File: src/sv/smx_pkg.sv
// Package for the stack machine executor: instruction and action codes,
// cell and count operations, and the decoder-to-datapath control struct.
// No dependencies.
package smx_pkg;

   localparam int STACK_DEPTH_DEFAULT = 64;
   localparam int DATA_W = 16;
   localparam int KIND_W = 4;
   localparam int ACTION_W = 4;
   localparam int STDIN_W = 9;
   localparam logic [STDIN_W-1:0] STDIN_NONE = '1;
   localparam int CHAR_W = 8;

   typedef enum logic [KIND_W-1:0] {
      KIND_PUSH      = 4'd0,
      KIND_ADD       = 4'd1,
      KIND_SUB       = 4'd2,
      KIND_EQ        = 4'd3,
      KIND_DUP       = 4'd4,
      KIND_POP       = 4'd5,
      KIND_JMP       = 4'd6,
      KIND_JIF       = 4'd7,
      KIND_PRINT     = 4'd8,
      KIND_PRINTCHAR = 4'd9,
      KIND_PRINTERR  = 4'd10,
      KIND_READ      = 4'd11,
      KIND_SYS       = 4'd12,
      KIND_SLEEP     = 4'd13,
      KIND_EXIT      = 4'd14
   } kind_type;

   typedef enum logic [ACTION_W-1:0] {
      ACT_NONE  = 4'd0,
      ACT_JUMP  = 4'd1,
      ACT_PDEC  = 4'd2,
      ACT_PCHR  = 4'd3,
      ACT_PERR  = 4'd4,
      ACT_SYS   = 4'd5,
      ACT_SLEEP = 4'd6,
      ACT_EXIT  = 4'd7,
      ACT_OVER  = 4'd8,
      ACT_UNDER = 4'd9,
      ACT_HALT  = 4'd10
   } action_type;

   typedef enum logic [1:0] {
      CELL_HOLD,
      CELL_PUSH,
      CELL_POP
   } cell_op_type;

   typedef enum logic [1:0] {
      CNT_HOLD,
      CNT_INC,
      CNT_DEC
   } cnt_op_type;

   typedef struct packed {
      action_type        action;
      logic [DATA_W-1:0] value;
      logic [DATA_W-1:0] load_value;
      cell_op_type       top_op;
      cell_op_type       rest_op;
      cnt_op_type        cnt_op;
      logic              halt_set;
   } smx_ctrl_type;

endpackage

File: src/sv/smx_cell.sv
// One stack cell: holds one entry and shifts toward or away from the top.
// Depends on smx_pkg.
module smx_cell
   import smx_pkg::*;
(
   input  logic              clock,
   input  logic              en,
   input  cell_op_type       op,
   input  logic [DATA_W-1:0] up_data,
   input  logic [DATA_W-1:0] down_data,
   output logic [DATA_W-1:0] data_out
);

   logic [DATA_W-1:0] data_ff;
   logic [DATA_W-1:0] data_in;

   always_comb begin
      data_in = data_ff;
      if (en) begin
         case (op)
            CELL_PUSH: data_in = up_data;
            CELL_POP:  data_in = down_data;
            default:   data_in = data_ff;
         endcase
      end
   end

   always_ff @(posedge clock) begin
      data_ff <= data_in;
   end

   assign data_out = data_ff;

endmodule

File: src/sv/smx_decode.sv
// Instruction decoder: checks stack bounds, computes the result action and
// the shift operations for the cell row. Depends on smx_pkg.
module smx_decode
   import smx_pkg::*;
(
   input  logic [KIND_W-1:0]  kind,
   input  logic [DATA_W-1:0]  immediate,
   input  logic [STDIN_W-1:0] stdin_value,
   input  logic [DATA_W-1:0]  top0,
   input  logic [DATA_W-1:0]  top1,
   input  logic               halted,
   input  logic               is_empty,
   input  logic               lt_two,
   input  logic               is_full,
   output smx_ctrl_type       ctrl
);

   logic need_two;
   logic need_one;
   logic grows;
   logic [DATA_W-1:0] read_value;

   always_comb begin
      need_two = 1'b0;
      need_one = 1'b0;
      grows    = 1'b0;
      case (kind_type'(kind))
         KIND_ADD, KIND_SUB, KIND_EQ:                 need_two = 1'b1;
         KIND_POP, KIND_JIF, KIND_PRINT, KIND_PRINTCHAR,
         KIND_PRINTERR, KIND_SYS, KIND_SLEEP:         need_one = 1'b1;
         KIND_PUSH, KIND_READ:                        grows    = 1'b1;
         KIND_DUP: begin
            need_one = 1'b1;
            grows    = 1'b1;
         end
         default: ;
      endcase
   end

   always_comb begin
      if (stdin_value == STDIN_NONE) begin
         read_value = '0;
      end else begin
         read_value = DATA_W'($signed(stdin_value));
      end
   end

   always_comb begin
      ctrl.action     = ACT_NONE;
      ctrl.value      = '0;
      ctrl.load_value = '0;
      ctrl.top_op     = CELL_HOLD;
      ctrl.rest_op    = CELL_HOLD;
      ctrl.cnt_op     = CNT_HOLD;
      ctrl.halt_set   = 1'b0;
      if (halted) begin
         ctrl.action = ACT_HALT;
      end else if ((need_two && lt_two) || (need_one && is_empty)) begin
         ctrl.action   = ACT_UNDER;
         ctrl.halt_set = 1'b1;
      end else if (grows && is_full) begin
         ctrl.action   = ACT_OVER;
         ctrl.halt_set = 1'b1;
      end else begin
         case (kind_type'(kind))
            KIND_PUSH, KIND_DUP, KIND_READ: begin
               ctrl.top_op  = CELL_PUSH;
               ctrl.rest_op = CELL_PUSH;
               ctrl.cnt_op  = CNT_INC;
               if (kind_type'(kind) == KIND_PUSH) begin
                  ctrl.load_value = immediate;
               end else if (kind_type'(kind) == KIND_DUP) begin
                  ctrl.load_value = top0;
               end else begin
                  ctrl.load_value = read_value;
               end
            end
            KIND_ADD, KIND_SUB, KIND_EQ: begin
               ctrl.top_op  = CELL_PUSH;
               ctrl.rest_op = CELL_POP;
               ctrl.cnt_op  = CNT_DEC;
               if (kind_type'(kind) == KIND_ADD) begin
                  ctrl.load_value = top1 + top0;
               end else if (kind_type'(kind) == KIND_SUB) begin
                  ctrl.load_value = top1 - top0;
               end else begin
                  ctrl.load_value = DATA_W'(top1 == top0);
               end
            end
            KIND_JMP: begin
               ctrl.action = ACT_JUMP;
               ctrl.value  = immediate;
            end
            KIND_POP, KIND_JIF, KIND_PRINT, KIND_PRINTCHAR, KIND_PRINTERR,
            KIND_SYS, KIND_SLEEP: begin
               ctrl.top_op  = CELL_POP;
               ctrl.rest_op = CELL_POP;
               ctrl.cnt_op  = CNT_DEC;
               case (kind_type'(kind))
                  KIND_JIF: begin
                     if (top0 != '0) begin
                        ctrl.action = ACT_JUMP;
                        ctrl.value  = immediate;
                     end
                  end
                  KIND_PRINT: begin
                     ctrl.action = ACT_PDEC;
                     ctrl.value  = top0;
                  end
                  KIND_PRINTCHAR: begin
                     ctrl.action = ACT_PCHR;
                     ctrl.value  = DATA_W'(top0[CHAR_W-1:0]);
                  end
                  KIND_PRINTERR: begin
                     ctrl.action = ACT_PERR;
                     ctrl.value  = top0;
                  end
                  KIND_SYS: begin
                     ctrl.action = ACT_SYS;
                     ctrl.value  = top0;
                  end
                  KIND_SLEEP: begin
                     ctrl.action = ACT_SLEEP;
                     ctrl.value  = top0;
                  end
                  default: ;
               endcase
            end
            KIND_EXIT: begin
               ctrl.action   = ACT_EXIT;
               ctrl.halt_set = 1'b1;
            end
            default: ;
         endcase
      end
   end

endmodule

File: src/sv/stack_machine_executor_core.sv
// Stack machine executor: one decoded 16-bit stack instruction per item.
// The operand stack is a row of STACK_DEPTH cells with the top entry in the
// first cell; push, pop and the two-operand instructions shift the whole row
// by one place in the same cycle. Each item's result is loaded into the output
// register at the edge that accepts it and is held there until it is taken on
// the rsp_ side. A new item is taken in the same cycle that the waiting result
// is taken, giving one instruction per clock while the rsp_ side stays ready.
// After exit, overflow or underflow every item answers halted until reset.
// Depends on smx_pkg, smx_decode and smx_cell.
module stack_machine_executor_core
   import smx_pkg::*;
#(
   parameter int STACK_DEPTH = STACK_DEPTH_DEFAULT,
   parameter int COUNT_W = $clog2(STACK_DEPTH + 1)
)(
   input  logic                      clock,
   input  logic                      reset,
   input  logic                      req_valid,
   output logic                      req_ready,
   input  logic [KIND_W-1:0]         req_kind,
   input  logic [DATA_W-1:0]         req_immediate,
   input  logic signed [STDIN_W-1:0] req_stdin_value,
   output logic                      rsp_valid,
   input  logic                      rsp_ready,
   output logic [ACTION_W-1:0]       rsp_action,
   output logic signed [DATA_W-1:0]  rsp_action_value,
   output logic [COUNT_W-1:0]        rsp_entries_now
);

   smx_ctrl_type ctrl;

   logic [COUNT_W-1:0] count_ff;
   logic [COUNT_W-1:0] count_in;
   logic               halted_ff;
   logic               halted_in;
   logic               rsp_valid_ff;
   logic               rsp_valid_in;
   logic [ACTION_W-1:0] rsp_action_ff;
   logic [DATA_W-1:0]  rsp_value_ff;
   logic [COUNT_W-1:0] rsp_entries_ff;
   logic               fire;

   logic [DATA_W-1:0] cell_q    [STACK_DEPTH];
   logic [DATA_W-1:0] cell_up   [STACK_DEPTH];
   logic [DATA_W-1:0] cell_down [STACK_DEPTH];

   assign req_ready = !rsp_valid_ff || rsp_ready;
   assign fire      = req_valid && req_ready;

   smx_decode u_decode (
      .kind        (req_kind),
      .immediate   (req_immediate),
      .stdin_value (req_stdin_value),
      .top0        (cell_q[0]),
      .top1        (cell_q[1]),
      .halted      (halted_ff),
      .is_empty    (count_ff == '0),
      .lt_two      (count_ff < COUNT_W'(2)),
      .is_full     (count_ff >= COUNT_W'(STACK_DEPTH)),
      .ctrl        (ctrl)
   );

   for (genvar i = 0; i < STACK_DEPTH; i++) begin : g_cell
      if (i == 0) begin : g_top
         assign cell_up[i] = ctrl.load_value;
      end else begin : g_mid
         assign cell_up[i] = cell_q[i-1];
      end
      if (i == STACK_DEPTH - 1) begin : g_last
         assign cell_down[i] = cell_q[i];
      end else begin : g_inner
         assign cell_down[i] = cell_q[i+1];
      end
      smx_cell u_cell (
         .clock     (clock),
         .en        (fire),
         .op        ((i == 0) ? ctrl.top_op : ctrl.rest_op),
         .up_data   (cell_up[i]),
         .down_data (cell_down[i]),
         .data_out  (cell_q[i])
      );
   end

   always_comb begin
      case (ctrl.cnt_op)
         CNT_INC: count_in = count_ff + COUNT_W'(1);
         CNT_DEC: count_in = count_ff - COUNT_W'(1);
         default: count_in = count_ff;
      endcase
      halted_in = halted_ff || ctrl.halt_set;
      if (fire) begin
         rsp_valid_in = 1'b1;
      end else if (rsp_ready) begin
         rsp_valid_in = 1'b0;
      end else begin
         rsp_valid_in = rsp_valid_ff;
      end
   end

   always_ff @(posedge clock) begin
      if (reset) begin
         count_ff     <= '0;
         halted_ff    <= 1'b0;
         rsp_valid_ff <= 1'b0;
      end else begin
         rsp_valid_ff <= rsp_valid_in;
         if (fire) begin
            count_ff  <= count_in;
            halted_ff <= halted_in;
         end
      end
   end

   always_ff @(posedge clock) begin
      if (fire) begin
         rsp_action_ff  <= ctrl.action;
         rsp_value_ff   <= ctrl.value;
         rsp_entries_ff <= count_in;
      end
   end

   assign rsp_valid        = rsp_valid_ff;
   assign rsp_action       = rsp_action_ff;
   assign rsp_action_value = $signed(rsp_value_ff);
   assign rsp_entries_now  = rsp_entries_ff;

endmodule

File: config.mk
export PLATFORM = sky130hd
export DESIGN_NAME = stack_machine_executor_core
export DESIGN_NICKNAME = d
export VERILOG_FILES = /design/src/sv/smx_pkg.sv /design/src/sv/smx_cell.sv /design/src/sv/smx_decode.sv /design/src/sv/stack_machine_executor_core.sv
export SDC_FILE = /design/constraint.sdc
export NUM_CORES = 2
export LEC_CHECK = 0
export ABC_AREA = 1
export BUFFER_PORTS_ARGS = -buffer_cell sky130_fd_sc_hd__buf_2
export CAP_MARGIN = 10
export CELL_PAD_IN_SITES_DETAIL_PLACEMENT = 2
export CELL_PAD_IN_SITES_GLOBAL_PLACEMENT = 2
export CORE_ASPECT_RATIO = 1.1
export CORE_UTILIZATION = 44
export DETAILED_ROUTE_END_ITERATION = 16
export PLACE_DENSITY_LB_ADDON = 0.1
export SETUP_SLACK_MARGIN = 0.05
export SYNTH_ARGS = -nofsm -noshare
export SYNTH_HDL_FRONTEND = slang
export SYNTH_SLANG_ARGS = --single-unit
export TNS_END_PERCENT = 1
File: constraint.sdc
create_clock -name clock -period 95.6 [get_ports clock]
set_input_delay 4.78 -clock clock [delete_from_list [all_inputs] [get_ports clock]]
set_output_delay 4.78 -clock clock [all_outputs]
set_load 0.02 [all_outputs]
---- Word level (Yosys, flattened, before mapping) ----
Index checks and enable logic that the tools add are counted.
storage, ports and cells
  flip-flop bits (word level) ............. 1,060
  input bits .............................. 33
  output and inout bits ................... 29
  logic and storage cells ................. 210
cells by class
  add/subtract/negate cells ............... 4
  order comparisons ....................... 2
  eq/ne operators ......................... 23
  multiplexer cells ....................... 88
  reduce and logical (&&, ||, !) cells .... 22
operators by type and width
  operator             count
  $pmux 16 s2          65
  $pmux 19 s6          1
  $mux 16              5
  $mux 22              2
  $eq 4x4->1 const B   7
  $mux 23              1
  $pmux 6 s3           1
  $mux 17              1
  $add 16x16->16       1
  $eq 16x16->1         1
  $eq 4x3->1 const B   4
  $reduce_bool 16->1   1
  $sub 16x16->16       1
  $pmux 7 s2           1
  $eq 9x9->1 const B   1
  $pmux 3 s3           1
  $reduce_or 3->1      3
  $eq 4x2->1 const B   2
  $mux 1               8
  $reduce_or 8->1      1
  $add 7x1->7 const B  1
  $ge 7x7->1 const B   1
  $logic_not 7->1      1
  $lt 7x2->1 const B   1
  other kinds (14)     27

---- Logic depth before layout (Yosys ltp) ----
  depth after elaboration ................. 11
  gate-level depth with buffers ........... 27
  depth with buffers taken out ............ 25

---- By module ----
Synthesis repeated with hierarchy kept, for this count alone.
unflattened totals
  cells, all modules ...................... 5,458
  area total of the unflattened synthesis .. 52,954.5 µm²
by module, submodules not included
  module                       instances  cells an instance  area an instance (µm²)  seq. area each (µm²)
  smx_cell                     64         72                 748.2                   480.5
  smx_decode                   1          686                3,395.8                 0.0
  stack_machine_executor_core  1          164                1,672.9                 991.0

---- Worst setup path before layout ----
OpenSTA, ideal clock, no wires.
  path type ............................... input port to flip-flop
  start ................................... in req_kind[1]
  end ..................................... reg count_ff[2]
  library setup time ...................... 194 ps
  arrival time ............................ 54,611 ps
  required time ........................... 95,406 ps
  slack ................................... 40,795 ps
  stages on the path ...................... 13
  buffers on the path ..................... 0
  cell sequence ........................... inv_1 -> nand2_1 -> nand2_4 -> a21oi_2 -> o21ai_1 -> nand2_2 -> nand4_4 -> nor2_1 -> inv_1 -> ha_1 -> nor2_1 -> inv_1 -> a211oi_1
between the ends
  longest elaborated chain between the ends .. 9
  elaborated cells on any way between the ends .. 31
  classes of those cells .................. eq/ne (14); mux (8); reduce/logical (9)
ends and longest elaborated chain
  item                                             RTL line                            RTL
  start: declaration                               stack_machine_executor_core.sv:20   input logic [KIND_W-1:0] req_kind,
  branches (longest 5 deep; another with $mux 22)  -
  $mux 22 (*)                                      smx_decode.sv:58                    end else if ((need_two && lt_two) || (need_one && is_empty)) begin
  $mux 23 (*)                                      smx_decode.sv:56                    if (halted) begin
  $eq 2x2->1 or $eq 2x1->1 (tied branches)         stack_machine_executor_core.sv:85   case (ctrl.cnt_op)
  $pmux 7 s2 (*)                                   stack_machine_executor_core.sv:85
  end signal: assignment                           stack_machine_executor_core.sv:108  count_ff <= count_in;
  end: declaration                                 stack_machine_executor_core.sv:32   logic [COUNT_W-1:0] count_ff;
Every way passes the cells marked *.
A chain may end at the register's enable or synchronous reset.

---- Final worst setup path ----
  start ................................... in req_kind[3]
  end ..................................... reg g_cell[17].u_cell.data_ff[11] (enable)
between the ends
  longest elaborated chain between the ends .. 10
  elaborated cells on any way between the ends .. 32
  classes of those cells .................. eq/ne (14); mux (7); reduce/logical (11)
ends and longest elaborated chain
  item                                             RTL line          RTL
  branches (longest 5 deep; another with $mux 22)  -
  $mux 22 (*)                                      smx_decode.sv:58
  $mux 23 (*)                                      smx_decode.sv:56
  $eq 2x1->1 or $eq 2x2->1 (tied branches)         -
  $reduce_bool 2->1 (no line) (*)                  -
  $reduce_and 2->1 (no line) (*)                   -
  end signal: assignment                           smx_cell.sv:29    data_ff <= data_in;
  end: declaration                                 smx_cell.sv:14    logic [DATA_W-1:0] data_ff;
Marks and branches as above.

==> impl_metrics.py <==
metrics = {
    "worst_hold_path": {
        "hold_class": "flip-flop to flip-flop",
    },
    "floorplan": {
        "io_pins": 62,
        "die_h_um": 346,
        "std_cell_rows": 125,
        "core_sq_um": 106000,
        "fp.dieArea_sq_um": 109000,
        "dieWidth_um": 315,
        "start_util_pct": 44.6,
    },
    "critical_path": {
        "path_delay_family": "buffers and inverters",
        "cpMaxStageDelayCell": "buf_4",
        "crit_fanout": 166,
        "required_ps": 95920,
        "critical_path_class": "input pin to flip-flop",
        "worstPathBufferInverterCount": 8,
        "path_cells": "buf_2 > inv_1 > nor2_1 > inv_1 > o22ai_1 > nand2_1 > nand4_4 > nor2_1 > inv_1 > ha_1 > nor2_4 > buf_12 > buf_4 > buf_4 > buf_4",
        "arrival_ps": 10910,
        "endpoint_kind": "flip-flop",
        "cp-start-kind": "input pin",
        "worst_path_largest_cell_delay_ps": 930,
    },
    "synthesis": {
        "synthFlopType": "edfxtp_1",
        "synth_nets": 5034,
        "ys.warnings.count": 0,
        "ys_ff_latch": 1060,
        "syn_inst": 4959,
        "synth.yosys.seq_area_share_pct": 67.1,
        "ys_types": 38,
        "synthXorXnorAreaFrac_pct": 0.130,
        "synth-async-reset-ratio_pct": 0,
        "yosys.area_share.simple_pct": 26.1,
        "synth.mux.area_fraction_pct": 0,
        "synth_compound_area_share_pct": 2.18,
        "synth_enable_flop_cells": 1051,
        "syn_avg_cell_area_sq_um": 9.53,
        "synthAdderAreaFrac_pct": 1.16,
        "synthesis.area_sq_um": 47300,
        "synth_top_family_by_area": "simple AND/OR/NAND/NOR gates",
    },
    "placed_design": {
        "post-dp-hpwl_mm": 69.7,
        "io_buffer_count": 61,
        "finalWeightedCongestion": 0.834,
    },
    "cells_and_area": {
        "fin_util_pct": 49.3,
        "syn_to_final_growth_pct": 10.6,
        "drive_gt1_share_pct": 5.18,
        "n_antenna_cell": 0,
        "nets": 4999,
    },
    "clock_tree": {
        "insertion_delay_ps": 700,
        "cts_made_buffers": 114,
        "clkTransAtPathRegs_ps": 60,
        "cts.sinks": 1060,
        "postCtsSetupRepairBufs": 0,
        "cts_root_buffer": "clkbuf_16",
        "cts_hold_buf": 0,
        "h-tree-depth": 3,
        "cts_tree": "built",
        "cts_resized": 0,
        "cts.path.max_buffers": 3,
    },
    "global_route": {
        "grt_pass1_vias": 36600,
        "antenna_found_initial": 0,
        "grt_overflow_total": 0,
        "grt_usage_pct": 21.6,
        "grt_pass1_wl_mm": 192,
        "grt_max_degree": 251,
    },
    "detailed_routing": {
        "antenna_left": 0,
        "vias_per_cell": 5.16,
        "wl_per_cell_um": 18.2,
        "wirelength_mm": 117,
        "num_vias": 33100,
        "drtPass1Iterations": 5,
        "drtIter0Drc": 2101,
        "drc": 0,
    },
    "run": {
        "maxCapViolations": 0,
    },
    "sta": {
        "timing_hold_violations_final": 0,
        "slew_headroom_pct": 21.1,
        "finalCritPeriodShare_pct": 11.1,
        "setup_viol": 0,
        "tightestPinTransition_ps": 1180,
        "timing.final.max_slew_violations": 0,
        "clock.fmax_mhz": 94.4,
        "tns_ps": 0,
        "fin_crit_ps": 10590,
        "fin_hold_ws_ps": 449,
        "rsz0062_at_grt": "false",
        "skew_ps": 21.6,
    },
    "run_status": {
        "status": "complete, no violations",
    },
    "power_and_ir_drop": {
        "vdd_drop_max_uv": 15.0,
        "p_leak_nw": 22.6,
        "power_density_nw_per_um2": 26.0,
    },
}
-- metrics by stage --
step / setup slack (ps) / total power, mW / instances / area (sq um)
4_1_cts: 84930 / 1.38 / 6414 / 52300
3_5_place_dp: 84170 / 0.940 / 6205 / 48700
2_1_floorplan: 40800 / 0.940 / 4959 / 47300
6_report: 85010 / 1.36 / 6414 / 52300
5_1_grt: 84500 / 1.44 / 6414 / 52300
3_3_place_gp: 84320 / 0.916 / 6205 / 48700
-- cell families after synthesis --
| logic type | after synthesis |
|---|---|
| flip-flops | 1060 |
| buffers and inverters | 408 |
| XOR/XNOR | 7 |
| AND/OR/NAND/NOR | 3241 |
| AO/OA/AOI/OAI | 201 |
| adder cells (fa/ha/maj) | 42 |
-- synthesized netlist by cell type (4+ instances only) --
master / n / area share, %
dfxtp_1: 9 / 0.38
nand2_1: 3105 / 25
a21oi_1: 57 / 0.60
clkbuf_1: 224 / 1.8
buf_2: 5 / 0.053
nand4_1: 11 / 0.15
o21ai_0: 132 / 1.4
ha_1: 39 / 1.0
nor2_1: 52 / 0.41
buf_1: 9 / 0.071
edfxtp_1: 1051 / 67
inv_1: 165 / 1.3
xor2_1: 4 / 0.074
nor4_1: 5 / 0.066
nand3_1: 46 / 0.49
nor3_1: 7 / 0.074
-- cell type report --
class | instances | area (sq um)
multi-input combinational | 3491 | 14000
inverter | 168 | 638
sequential | 1060 | 31700
tap | 1397 | 1750
fill | 11200 | 53800
clock inverter | 70 | 561
timing repair buffer | 89 | 578
clock buffer | 139 | 3000
-- worst reg2reg max path, cell delays in order (launching register included) --
cell     delay, ps
dfxtp_1        470
nor4_1         120
nand4_1        150
nand4_4        300
nor2_1         330
inv_1           90
ha_1           410
nor2_4         330
buf_12         700
buf_4          940
buf_4          940
buf_4          920
-- routing by layer --
layer / up-vias / track usage, % / wire length (um)
li1: 15900 / - / -
met1: 16700 / 27.5 / 51100
met2: 294 / 38.6 / 60700
met3: 173 / 2.64 / 2740
met4: 0 / 5.71 / 2360
met5: - / 0 / 0
-- flip-flops by register name, indices dropped and copies added, names as in the netlist --
register / flops
rsp_action_value: 16
halted_ff: 1
g_cell.u_cell.data_out: 1024
rsp_action: 4
count_ff: 7
rsp_entries_now: 7
rsp_valid: 1
-- power breakdown --
group	switching (mW)	total [mW]	internal [mW]
Clock	0.189	0.432	0.243
Combinational	0.199	0.269	0.0696
Sequential	0.0366	0.660	0.623
-- cell usage in the layout (no fill, tap or decap), types with 2 or more instances in the layout --
cell	n
buf_12	5
buf_4	23
a21oi_1	57
ha_1	38
buf_2	61
inv_1	165
o21bai_1	2
o211ai_1	2
nor2_2	2
or2_2	2
nor3_1	7
nand4_1	11
clkinv_2	25
nand3b_1	2
nor2_1	50
clkbuf_16	116
nand3_1	46
dfxtp_1	9
xnor2_1	3
o21ai_1	2
clkinv_1	33
a211oi_1	3
edfxtp_1	1051
nand2_1	3105
clkbuf_1	22
o21ai_0	132
fa_1	3
nor2_4	2
nand2_2	3
xor2_1	4
bufinv_16	8
inv_6	2
nor3b_1	2
nor4_1	5
-- worst paths after layout --
kind / slack (ps) / cells past startpoint / start / endpoint
setup reg to reg: 89460 / 11 / count_ff[6]$_SDFFE_PP0P_ / g_cell[17].u_cell.data_out[11]$_DFFE_PP_
hold reg to reg: 450 / 0 / g_cell[62].u_cell.data_out[9]$_DFFE_PP_ / g_cell[63].u_cell.data_out[9]$_DFFE_PP_
setup / recovery: 85010 / 15 / req_kind[3] / g_cell[17].u_cell.data_out[11]$_DFFE_PP_
hold / removal: 450 / 0 / g_cell[62].u_cell.data_out[9]$_DFFE_PP_ / g_cell[63].u_cell.data_out[9]$_DFFE_PP_
Note: power is estimated with default switching activity, not from simulation.
